$ cat config.mk
export PLATFORM = sky130hd
export DESIGN_NAME = hex_tag_stream_matcher_top
export DESIGN_NICKNAME = d
export VERILOG_FILES = /design/src/htsm_pkg.sv /design/src/htsm_step.sv /design/src/hex_tag_stream_matcher_top.sv
export SDC_FILE = /design/constraint.sdc
export NUM_CORES = 1
export LEC_CHECK = 0
export ABC_AREA = 1
export ABC_CLOCK_PERIOD_IN_PS = 2400
export BUFFER_PORTS_ARGS = -buffer_cell sky130_fd_sc_hd__buf_2
export CORE_MARGIN = 3
export CORE_UTILIZATION = 55
export CTS_CLUSTER_SIZE = 30
export DETAILED_ROUTE_END_ITERATION = 8
export PLACE_DENSITY = 0.87
export SLEW_MARGIN = 20
export SYNTH_ARGS = -nofsm -noshare
export SYNTH_HDL_FRONTEND = slang
export SYNTH_SLANG_ARGS = --single-unit
$ cat constraint.sdc
create_clock -name clk -period 2.4 [get_ports clk]
set_clock_uncertainty 0.1 [all_clocks]
set_input_delay 0.24 -clock clk [delete_from_list [all_inputs] [get_ports clk]]
set_output_delay 0.24 -clock clk [all_outputs]
set_load 0.02 [all_outputs]
$ cat src/htsm_pkg.sv
// package for the hex tag stream matcher
// holds the phase and verdict codes, the parser state type and the hex decode helper
package htsm_pkg;

  localparam int unsigned CH_W    = 8;
  localparam int unsigned JOB_W   = 64;
  localparam int unsigned PASS_W  = 32;
  localparam int unsigned VERD_W  = 2;
  localparam int unsigned S_DATA_W = 8;
  localparam int unsigned M_DATA_W = 8;

  localparam logic [CH_W-1:0] CH_DASH  = 8'h2d;
  localparam logic [CH_W-1:0] CH_DOT   = 8'h2e;
  localparam logic [CH_W-1:0] CH_ZERO  = 8'h30;
  localparam logic [CH_W-1:0] CH_NINE  = 8'h39;
  localparam logic [CH_W-1:0] CH_LOW_A = 8'h61;
  localparam logic [CH_W-1:0] CH_LOW_F = 8'h66;

  typedef enum logic [0:0] {
    REG_OWN_JOB  = 1'b0,
    REG_OWN_PASS = 1'b1
  } reg_index_t;

  typedef enum logic [1:0] {
    PH_IDLE = 2'd0,
    PH_JOB  = 2'd1,
    PH_PASS = 2'd2
  } phase_t;

  typedef enum logic [VERD_W-1:0] {
    VERD_MATCH    = 2'd0,
    VERD_DIFFERS  = 2'd1,
    VERD_BAD_JOB  = 2'd2,
    VERD_BAD_PASS = 2'd3
  } verdict_t;

  typedef struct packed {
    phase_t            phase;
    logic [JOB_W-1:0]  accum;
    logic              digit_seen;
    logic              job_equal;
  } parse_state_t;

  typedef struct packed {
    logic     valid;
    verdict_t verdict;
  } parse_result_t;

  // bit 4 set when the byte is not a lowercase hex digit
  function automatic logic [4:0] hex_value(input logic [CH_W-1:0] ch);
    logic [CH_W-1:0] diff;
    begin
      diff = '0;
      if (ch >= CH_ZERO && ch <= CH_NINE) begin
        diff = ch - CH_ZERO;
        hex_value = {1'b0, diff[3:0]};
      end else if (ch >= CH_LOW_A && ch <= CH_LOW_F) begin
        diff = ch - CH_LOW_A + 8'd10;
        hex_value = {1'b0, diff[3:0]};
      end else begin
        hex_value = 5'h10;
      end
    end
  endfunction

endpackage

$ cat src/htsm_step.sv
// one parse step of the hex tag matcher: next parser state and optional verdict
// depends on htsm_pkg
module htsm_step
  import htsm_pkg::*;
(
  input  parse_state_t             cur,
  input  logic [CH_W-1:0]          ch,
  input  logic                     first,
  input  logic [JOB_W-1:0]         own_job,
  input  logic [PASS_W-1:0]        own_pass,
  output parse_state_t             nxt,
  output parse_result_t            res
);

  parse_state_t     eff;
  logic [CH_W-1:0]  term;
  verdict_t         bad;
  logic [4:0]       digit;
  logic             pass_equal;

  always_comb begin
    eff = cur;
    if (first) begin
      eff.phase      = PH_JOB;
      eff.accum      = '0;
      eff.digit_seen = 1'b0;
      eff.job_equal  = 1'b0;
    end
  end

  assign digit      = hex_value(ch);
  assign term       = (eff.phase == PH_JOB) ? CH_DASH : CH_DOT;
  assign bad        = (eff.phase == PH_JOB) ? VERD_BAD_JOB : VERD_BAD_PASS;
  assign pass_equal = (eff.accum == {{(JOB_W-PASS_W){1'b0}}, own_pass});

  always_comb begin
    nxt         = eff;
    res.valid   = 1'b0;
    res.verdict = VERD_MATCH;
    unique case (eff.phase)
      PH_JOB, PH_PASS: begin
        if (ch == term) begin
          if (!eff.digit_seen) begin
            res.valid   = 1'b1;
            res.verdict = bad;
            nxt.phase   = PH_IDLE;
          end else if (eff.phase == PH_JOB) begin
            nxt.job_equal  = (eff.accum == own_job);
            nxt.accum      = '0;
            nxt.digit_seen = 1'b0;
            nxt.phase      = PH_PASS;
          end else begin
            res.valid   = 1'b1;
            res.verdict = (eff.job_equal && pass_equal) ? VERD_MATCH : VERD_DIFFERS;
            nxt.phase   = PH_IDLE;
          end
        end else if (digit[4] || (eff.accum[JOB_W-1:JOB_W-4] != 4'd0)) begin
          res.valid   = 1'b1;
          res.verdict = bad;
          nxt.phase   = PH_IDLE;
        end else begin
          nxt.accum      = {eff.accum[JOB_W-5:0], digit[3:0]};
          nxt.digit_seen = 1'b1;
        end
      end
      default: begin
        nxt.phase = PH_IDLE;
      end
    endcase
  end

endmodule

$ cat src/hex_tag_stream_matcher_top.sv
// top level of the hex tag stream matcher: byte stream in, verdict stream out
// depends on htsm_pkg and htsm_step
//
// usage:
//   s_* carries one name byte per transfer; s_tuser marks the first byte of a
//   name and restarts the parse. the tag "<job>-<pass>." is parsed in lowercase
//   hex and compared with own_job and own_pass, written through cfg_we,
//   cfg_index (0 job, 1 pass) and cfg_data while the stream is idle.
//   m_* carries one verdict per name: on the pass terminator or at the first
//   malformed byte. later bytes of that name give nothing.
//   throughput: one byte per cycle while s_tready is high; the parser state updates in the cycle of
//   the transfer through one level of compare, shift and add logic.
//   verdicts: a verdict is registered from the byte that caused it, then shows on m_tvalid.
//   stall: results sit in an output register backed by one skid entry; s_tready
//   drops only while both are full, so the input keeps moving while one verdict
//   waits.
//   reset: rst clears the parser to idle, drops both result entries and sets
//   own_job and own_pass to zero.
module hex_tag_stream_matcher_top
  import htsm_pkg::*;
(
  input  logic                 clk,
  input  logic                 rst,
  input  logic                 s_tvalid,
  output logic                 s_tready,
  input  logic [S_DATA_W-1:0]  s_tdata,   // [7:0] ch
  input  logic                 s_tuser,   // [0] first
  output logic                 m_tvalid,
  input  logic                 m_tready,
  output logic [M_DATA_W-1:0]  m_tdata,   // [0] matched, [2:1] verdict, [7:3] zero
  input  logic                 cfg_we,
  input  logic [0:0]           cfg_index,
  input  logic [JOB_W-1:0]     cfg_data
);

  logic [JOB_W-1:0]   own_job;
  logic [PASS_W-1:0]  own_pass;
  parse_state_t       state;
  parse_state_t       state_next;
  parse_result_t      res;
  logic               in_xfer;
  logic               out_xfer;
  logic               push;
  logic               skid_valid;
  verdict_t           skid_verdict;
  verdict_t           out_verdict;

  htsm_step u_step (
    .cur      (state),
    .ch       (s_tdata[CH_W-1:0]),
    .first    (s_tuser),
    .own_job  (own_job),
    .own_pass (own_pass),
    .nxt      (state_next),
    .res      (res)
  );

  assign s_tready = !skid_valid;
  assign in_xfer  = s_tvalid && s_tready;
  assign out_xfer = m_tvalid && m_tready;
  assign push     = in_xfer && res.valid;

  assign m_tdata = {{(M_DATA_W-VERD_W-1){1'b0}}, out_verdict, out_verdict == VERD_MATCH};

  always_ff @(posedge clk) begin
    if (rst) begin
      own_job  <= '0;
      own_pass <= '0;
    end else if (cfg_we) begin
      unique case (reg_index_t'(cfg_index))
        REG_OWN_JOB:  own_job  <= cfg_data;
        REG_OWN_PASS: own_pass <= cfg_data[PASS_W-1:0];
        default: ;
      endcase
    end
  end

  always_ff @(posedge clk) begin
    if (rst) begin
      state <= '{phase: PH_IDLE, accum: '0, digit_seen: 1'b0, job_equal: 1'b0};
    end else if (in_xfer) begin
      state <= state_next;
    end
  end

  always_ff @(posedge clk) begin
    if (rst) begin
      m_tvalid   <= 1'b0;
      skid_valid <= 1'b0;
    end else if (out_xfer) begin
      if (skid_valid) begin
        out_verdict <= skid_verdict;
        skid_valid  <= 1'b0;
      end else if (push) begin
        out_verdict <= res.verdict;
      end else begin
        m_tvalid <= 1'b0;
      end
    end else if (push) begin
      if (!m_tvalid) begin
        out_verdict <= res.verdict;
        m_tvalid    <= 1'b1;
      end else begin
        skid_verdict <= res.verdict;
        skid_valid   <= 1'b1;
      end
    end
  end

endmodule

* Yosys cells after proc, flatten, opt, wreduce, memory -nomap -nowiden *
Cells that the tools add are included.

storage, ports and cells
  input bits = 79
  output and inout port bits = 10
  logic and storage cells = 78
  register bits = 170

cells by class
  add/sub/neg operators = 3
  bitwise gates (word level) = 3
  magnitude comparators = 4
  equal/unequal tests = 8
  reduce and logical (&&, ||, !) cells = 20
  muxes and demuxes = 30

operators with widths
  kind                 number
  $mux 66              3
  $mux 68              1
  $mux 67              1
  $mux 65              1
  $eq 64x32->1         1
  $eq 64x64->1         1
  $mux 2               10
  $mux 3               5
  $mux 5               2
  $eq 8x6->1           1
  $ge 8x6->1 const B   1
  $ge 8x7->1 const B   1
  $le 8x6->1 const B   1
  $le 8x7->1 const B   1
  $reduce_and 4->1     2
  $sub 4x1->4 const B  2
  $mux 1               7
  $logic_and 1x1->1    6
  $reduce_and 2->1     3
  $add 4x4->4 const B  1
  $ne 2x2->1 const B   2
  $reduce_bool 2->1    2
  $reduce_bool 4->1    1
  $reduce_or 2->1      2
  other kinds (8)      10

* Logic depth before layout (Yosys ltp) *
  depth in word-level cells = 12
  mapped depth = 17
  depth with buffers taken out = 14

* Hierarchy *
A second synthesis with hierarchy kept.

second synthesis, totals
  cells, all modules = 1513
  area, all modules = 9904.5 µm²

by module, submodules not included
  module                      instances  sequential area each (µm²)  cells an instance  area each (µm²)
  hex_tag_stream_matcher_top  1          3443.3                      900                6889.1
  htsm_step                   1          0.0                         613                3015.4

* Worst setup path after synthesis *
Ideal clock, no wire load.

  path type = input to register
  start point = input port s_tuser
  end point = register out_verdict[0] (enable)
  data arrival time = 1.860 ns
  data required time = 1.984 ns
  cell stages on the path = 9
  buffers on the path = 2
  setup time = 0.316 ns
  path slack = 0.124 ns
  cell sequence = buf_2 > buf_4 > or2_2 > ha_1 > nor2_1 > nand2_1 > nor2_1 > o21ai_1 > a21oi_1

on the way
  cells in the longest elaborated chain, start to end = 9
  elaborated cells between the ends (all ways) = 17
  classes of those cells = eq/ne (3); mux (7); reduce/logical (7)

RTL lines
  what                                             line                               source
  start, declared                                  hex_tag_stream_matcher_top.sv:27   input logic s_tuser,
  $mux 68 *                                        htsm_step.sv:23                    if (first) begin
  $eq 2x1->1 or $reduce_bool 4->1 (tied branches)  n/a
  $mux 2 (tied with other cells)                   htsm_step.sv:32                    assign term = (eff.phase == PH_JOB) ? CH_DASH : CH_DOT;
  $eq 8x6->1 (tied with other cells)               htsm_step.sv:42                    if (ch == term) begin
  $mux 3                                           htsm_step.sv:42
  $mux 3 *                                         htsm_step.sv:40                    unique case (eff.phase)
  $logic_and 1x1->1 *                              hex_tag_stream_matcher_top.sv:61   assign push = in_xfer && res.valid;
  $reduce_bool 2->1 (no line)                      n/a
  $reduce_and 4->1 (no line) *                     n/a
  end signal, assigned                             hex_tag_stream_matcher_top.sv:92   out_verdict <= skid_verdict;
  end signal, assigned                             hex_tag_stream_matcher_top.sv:95   out_verdict <= res.verdict;
  end signal, assigned                             hex_tag_stream_matcher_top.sv:101  out_verdict <= res.verdict;
  end, declared                                    hex_tag_stream_matcher_top.sv:46   verdict_t out_verdict;

Mark *: on every way between the ends. The rest lies on a longest branch, timed or not.
A chain may end at the register's enable or synchronous reset.

* Final worst setup path *
  start point = register state[66] in the netlist's numbering
  end point = register state[22] in the netlist's numbering

on the way
  cells in the longest elaborated chain, start to end = 6
  elaborated cells between the ends (all ways) = 10
  classes of those cells = eq/ne (3); mux (6); reduce/logical (1)

RTL lines
  what                                   line                                               source
  start, declared                        hex_tag_stream_matcher_top.sv:38                   parse_state_t state;
  start signal, assigned                 hex_tag_stream_matcher_top.sv:80                   state <= '{phase: PH_IDLE, accum: '0, digit_seen: 1'b0, job_equal: 1'b0};
  start signal, assigned                 hex_tag_stream_matcher_top.sv:82                   state <= state_next;
  $mux 68 *                              htsm_step.sv:23
  $eq 2x1->1                             htsm_step.sv:32, htsm_step.sv:40, htsm_step.sv:47
  $mux 2 or $mux 66 (tied branches)      htsm_step.sv:32, htsm_step.sv:47
  $eq 8x6->1 or $mux 66 (tied branches)  htsm_step.sv:42, htsm_step.sv:43
  $mux 67                                htsm_step.sv:42
  $mux 66 *                              htsm_step.sv:40

Marked as above.

==> results list <==
- The endpoint identified for the worst register-to-register timing path is state[22].
- Worst reg-to-reg setup slack: between 0.1 and 0.15 ns
* Run status: finished, final reports clean
- Pin placement for this block handled 89 I/O pins.
- The number of different library cells used by synthesis comes to 34.
* Drt first pass iters: 6
* Worst hold slack across all endpoints: 0.00327 ns
- Across the run, the number of max-cap violations was 0.
- Worst min-delay path class: input pin to flop
- Crit path to: state[22]
* Final setup fails: 0
- CP max-delay cell: sky130_fd_sc_hd__dfxtp_1
* Number of cells on the critical path: 14
* Critical path origin: state[66]
- Post-route cell area: approximately 0.012 sq mm
- Of all flip-flops after synthesis, the portion carrying an async set or reset was 0%.
* Highest clock frequency the design can meet: between 400 and 500 MHz
- In the synthesized netlist the dominant register cell turns out to be sky130_fd_sc_hd__dfxtp_1.
- Summing the sequential cell areas from Yosys gives 34.7% of the chip area.
* Per-cell routed wire length: around 16 microns
* Fill cells: approximately 1.3k
* Worst setup SP type: flop
- Highest fanout seen on the critical path: 25
- Rel. slew slack: 42.4%
- The Yosys step of the flow raised 0 warnings.
- In the global route stage, overall resource usage came out at between 30% and 40%.
- The worst setup path is captured at a flop.
- The die covers between 0.015 and 0.02 sq mm.
- 0 antenna diodes ended up in the layout.
* Antenna viol nets, final: 0
- Cell breakdown of the critical path: or2_2 -> ha_1 -> inv_1 -> nand3_1 -> nand2_1 -> nand2_2 -> inv_2 -> nand2_2 -> buf_12 -> o21ai_0 -> inv_1 -> nand2_1 -> nand2_1 -> a21oi_1
- Vias per cell: 5.62
- Total count of max-transition violations in the final report: 0
- The synthesized design contains 170 register bits.
- Measured in cells, the most critical reg-to-reg path has a length of 14.
* Standard cell area after detailed placement: 0.0111 sq mm
* Final worst path period share: 94.1%
- Total routed wirelength: roughly 33000 microns
* Sum of overflow across all layers after global routing: 0
- Data arrival at the endpoint of the critical path: 2.51 ns
- The first global-routing pass estimated 51300 microns of wire.
- After synthesis, the most frequently instantiated cells are sky130_fd_sc_hd__nand2_1 (461), sky130_fd_sc_hd__a21oi_1 (199), sky130_fd_sc_hd__o21ai_0 (199).
* Cell row count: 48
- Initial core utilization: a little under three fifths
* Leak: between 5 and 6 nW
* WS Path Type: flop to flop
- Entering global routing, the biggest net connects between 100 and 150 pins.
* CTS tree: done
* Weighted congestion reported at the end of routability-driven placement: 0.964
* DRC violations left: 0
- Die Height: between 100 and 150 microns
- Post-synthesis cell area: about 0.0099 sq mm
* Most used cell along the critical path: sky130_fd_sc_hd__nand2_1
* Synthesis-to-finish area growth: 22.1%
- In the final layout, the multi-input gates occupy about 0.0053 sq mm.
* # clock sinks: 170
* Share of the synthesized area in the top cell type: about a third
- Leading post-synthesis cells by cell area: sky130_fd_sc_hd__dfxtp_1 (33%), sky130_fd_sc_hd__nand2_1 (17%), sky130_fd_sc_hd__a21oi_1 (10%)
* Buffers on Ports: 83
* Placeable core region: roughly 0.017 sq mm
* Cells after Synth: 1625
- The smallest clock period supported by the final layout is computed as about 2.3 ns.
- Worst path buffer plus inverter count: 4
* Later-pin clock latency in the skew report: between 0.4 and 0.5 ns
- On the worst path, the slowest cell contributes a delay of between 0.3 and 0.4 ns.
* Power density relative to cell area: between 500 and 600 mW/mm^2
- The worst register-to-register path begins at state[66].
- After synthesis, the mean cell area works out to roughly 6 sq um.
- The initial antenna violation count came to 0.
- Setup repair after global routing missed its margin: true
- Maximum VDD drop: roughly 530 uV
- The tree is rooted in a sky130_fd_sc_hd__clkbuf_16.
- Vias after detailed routing: roughly 11k
* Seq. cell area: 0.00344 sq mm
- Horizontal die dimension: between 100 and 150 microns
- Broken down by cell family, the worst path's largest delay share belongs to simple AND/OR/NAND/NOR gates.
* Proportion of layout cells with a drive suffix above 1: around 15%
- Final HPWL from detailed placement: 20500 microns
* Post-synth top area cell: sky130_fd_sc_hd__dfxtp_1
- By instance count, the leading cell after synthesis is sky130_fd_sc_hd__nand2_1.
- Post-CTS clock slew at the launch and capture registers of the worst setup and hold paths: around 0.070 ns
- Number of hold violations in the final report: 0
* Number of flops mapped to enable cells by yosys: 4
- For this run, the post-layout net count is roughly 1.9k.
- Number of global-route vias before repair: roughly 10k
- Maximum count of clock buffers along a single path: 2
- TritonCTS created 17 clock buffers.
- Number of DRC violations after detailed-routing iteration 0: 1522
* Actual transition at the worst max-transition pin: 0.865 ns
- Required time worst endpoint: 2.65 ns
* CTS H-tree depth: 4
## per-stage QoR
stage	TNS, ns	cells	util, %	power (W)	setup slack [ns]
6_report	0	2013	69.4	0.00693	0.142
5_1_grt	-0.00936	2013	69.4	0.00716	-0.00673
4_1_cts	0	2012	69.3	0.00688	0.108
3_5_place_dp	0	1944	63.7	0.00404	0.0809
3_3_place_gp	0	1944	63.7	0.00401	0.182
2_1_floorplan	0	1629	-	0.00371	0.124
## metal layers
layer  global-route usage, %  routed length (microns)  up-vias
li1                        -                        -     5401
met2                    51.2                    14800      753
met5                       0                        0        -
met3                    6.66                     3890      150
met1                    39.9                    12100     5019
met4                    18.9                     1930        0
## report_power, final
| part | internal, W | leakage, nW | switching (W) |
|---|---|---|---|
| clock network | 0.00169 | 0.289 | 0.00116 |
| registers | 0.00296 | 1.39 | 0.0000813 |
| logic | 0.000378 | 3.81 | 0.000663 |
## repair_timing
item / in CTS / in global routing
setup endpoints to repair: 0 / 17
buffers inserted: 0 / 0
hold buffers: 36 / 0
gates resized for setup: 0 / 14
endpoints found under the hold margin: 43 / 0
## logic make-up (layout without fill, tap and decap cells)
group / after synthesis / count (layout) / synth area share [%]
flip-flops: 170 / 170 / 34.7
other: 1 / 5 / 0.0378
buffers and inverters: 295 / 454 / 12.2
AO/OA/AOI/OAI: 425 / 425 / 21.6
AND/OR/NAND/NOR: 688 / 688 / 27.3
adder cells (fa/ha/maj): 4 / 4 / 0.504
XOR/XNOR: 42 / 42 / 3.70
## final cells by class
| cell class | count | share of cell area [%] |
|---|---|---|
| flip-flops and latches | 170 | 28.4 |
| clock buffers | 21 | 3.80 |
| well taps | 225 | 2.32 |
| multi-input cells | 1164 | 43.7 |
| repair buffers | 223 | 14.4 |
| inverters | 199 | 6.16 |
| clock inverters | 11 | 1.20 |
## cell usage in the layout (no fill, tap or decap), types with 2 or more instances in the layout
cell and instances:
sky130_fd_sc_hd__ha_1 4, sky130_fd_sc_hd__conb_1 5, sky130_fd_sc_hd__nand2_2 22, sky130_fd_sc_hd__nand3_1 15, sky130_fd_sc_hd__a21oi_1 199, sky130_fd_sc_hd__clkinv_4 2, sky130_fd_sc_hd__clkinvlp_4 3, sky130_fd_sc_hd__clkinv_2 3
sky130_fd_sc_hd__clkbuf_8 2, sky130_fd_sc_hd__clkinv_1 3, sky130_fd_sc_hd__buf_12 14, sky130_fd_sc_hd__xor2_1 38, sky130_fd_sc_hd__nand4_1 9, sky130_fd_sc_hd__or2_2 2, sky130_fd_sc_hd__inv_1 182, sky130_fd_sc_hd__clkbuf_1 2
sky130_fd_sc_hd__dfxtp_1 166, sky130_fd_sc_hd__o21ai_0 186, sky130_fd_sc_hd__buf_4 89, sky130_fd_sc_hd__xnor2_1 4, sky130_fd_sc_hd__buf_2 83, sky130_fd_sc_hd__nor2_1 174, sky130_fd_sc_hd__nand2_1 458, sky130_fd_sc_hd__edfxtp_1 4
sky130_fd_sc_hd__inv_2 14, sky130_fd_sc_hd__dlygate4sd3_1 36, sky130_fd_sc_hd__o21ai_1 36, sky130_fd_sc_hd__bufinv_16 3, sky130_fd_sc_hd__nor3_1 2, sky130_fd_sc_hd__clkbuf_16 18
## tightest hold or removal path: stages
cell                      delay, ns
sky130_fd_sc_hd__buf_2         0.08
sky130_fd_sc_hd__o21ai_0       0.07
sky130_fd_sc_hd__a21oi_1       0.10
## flip-flops by register name (all words and copies together), names as in the netlist
register      cells
state            68
skid_valid        1
own_job          64
m_tvalid          1
skid_verdict      2
out_verdict       2
own_pass         32
## worst min-delay path by stage
stage	start	to	cells after the start
finish	cfg_data[3]	own_job[3]	3
global route	cfg_data[10]	own_job[10]	3
CTS	cfg_data[6]	own_pass[6]	3
detailed placement	state[34]	state[34]	2
global placement	state[66]	state[66]	2
floorplan	cfg_data[11]	own_job[11]	2
No activity file was read; power rests on OpenSTA's default activity.
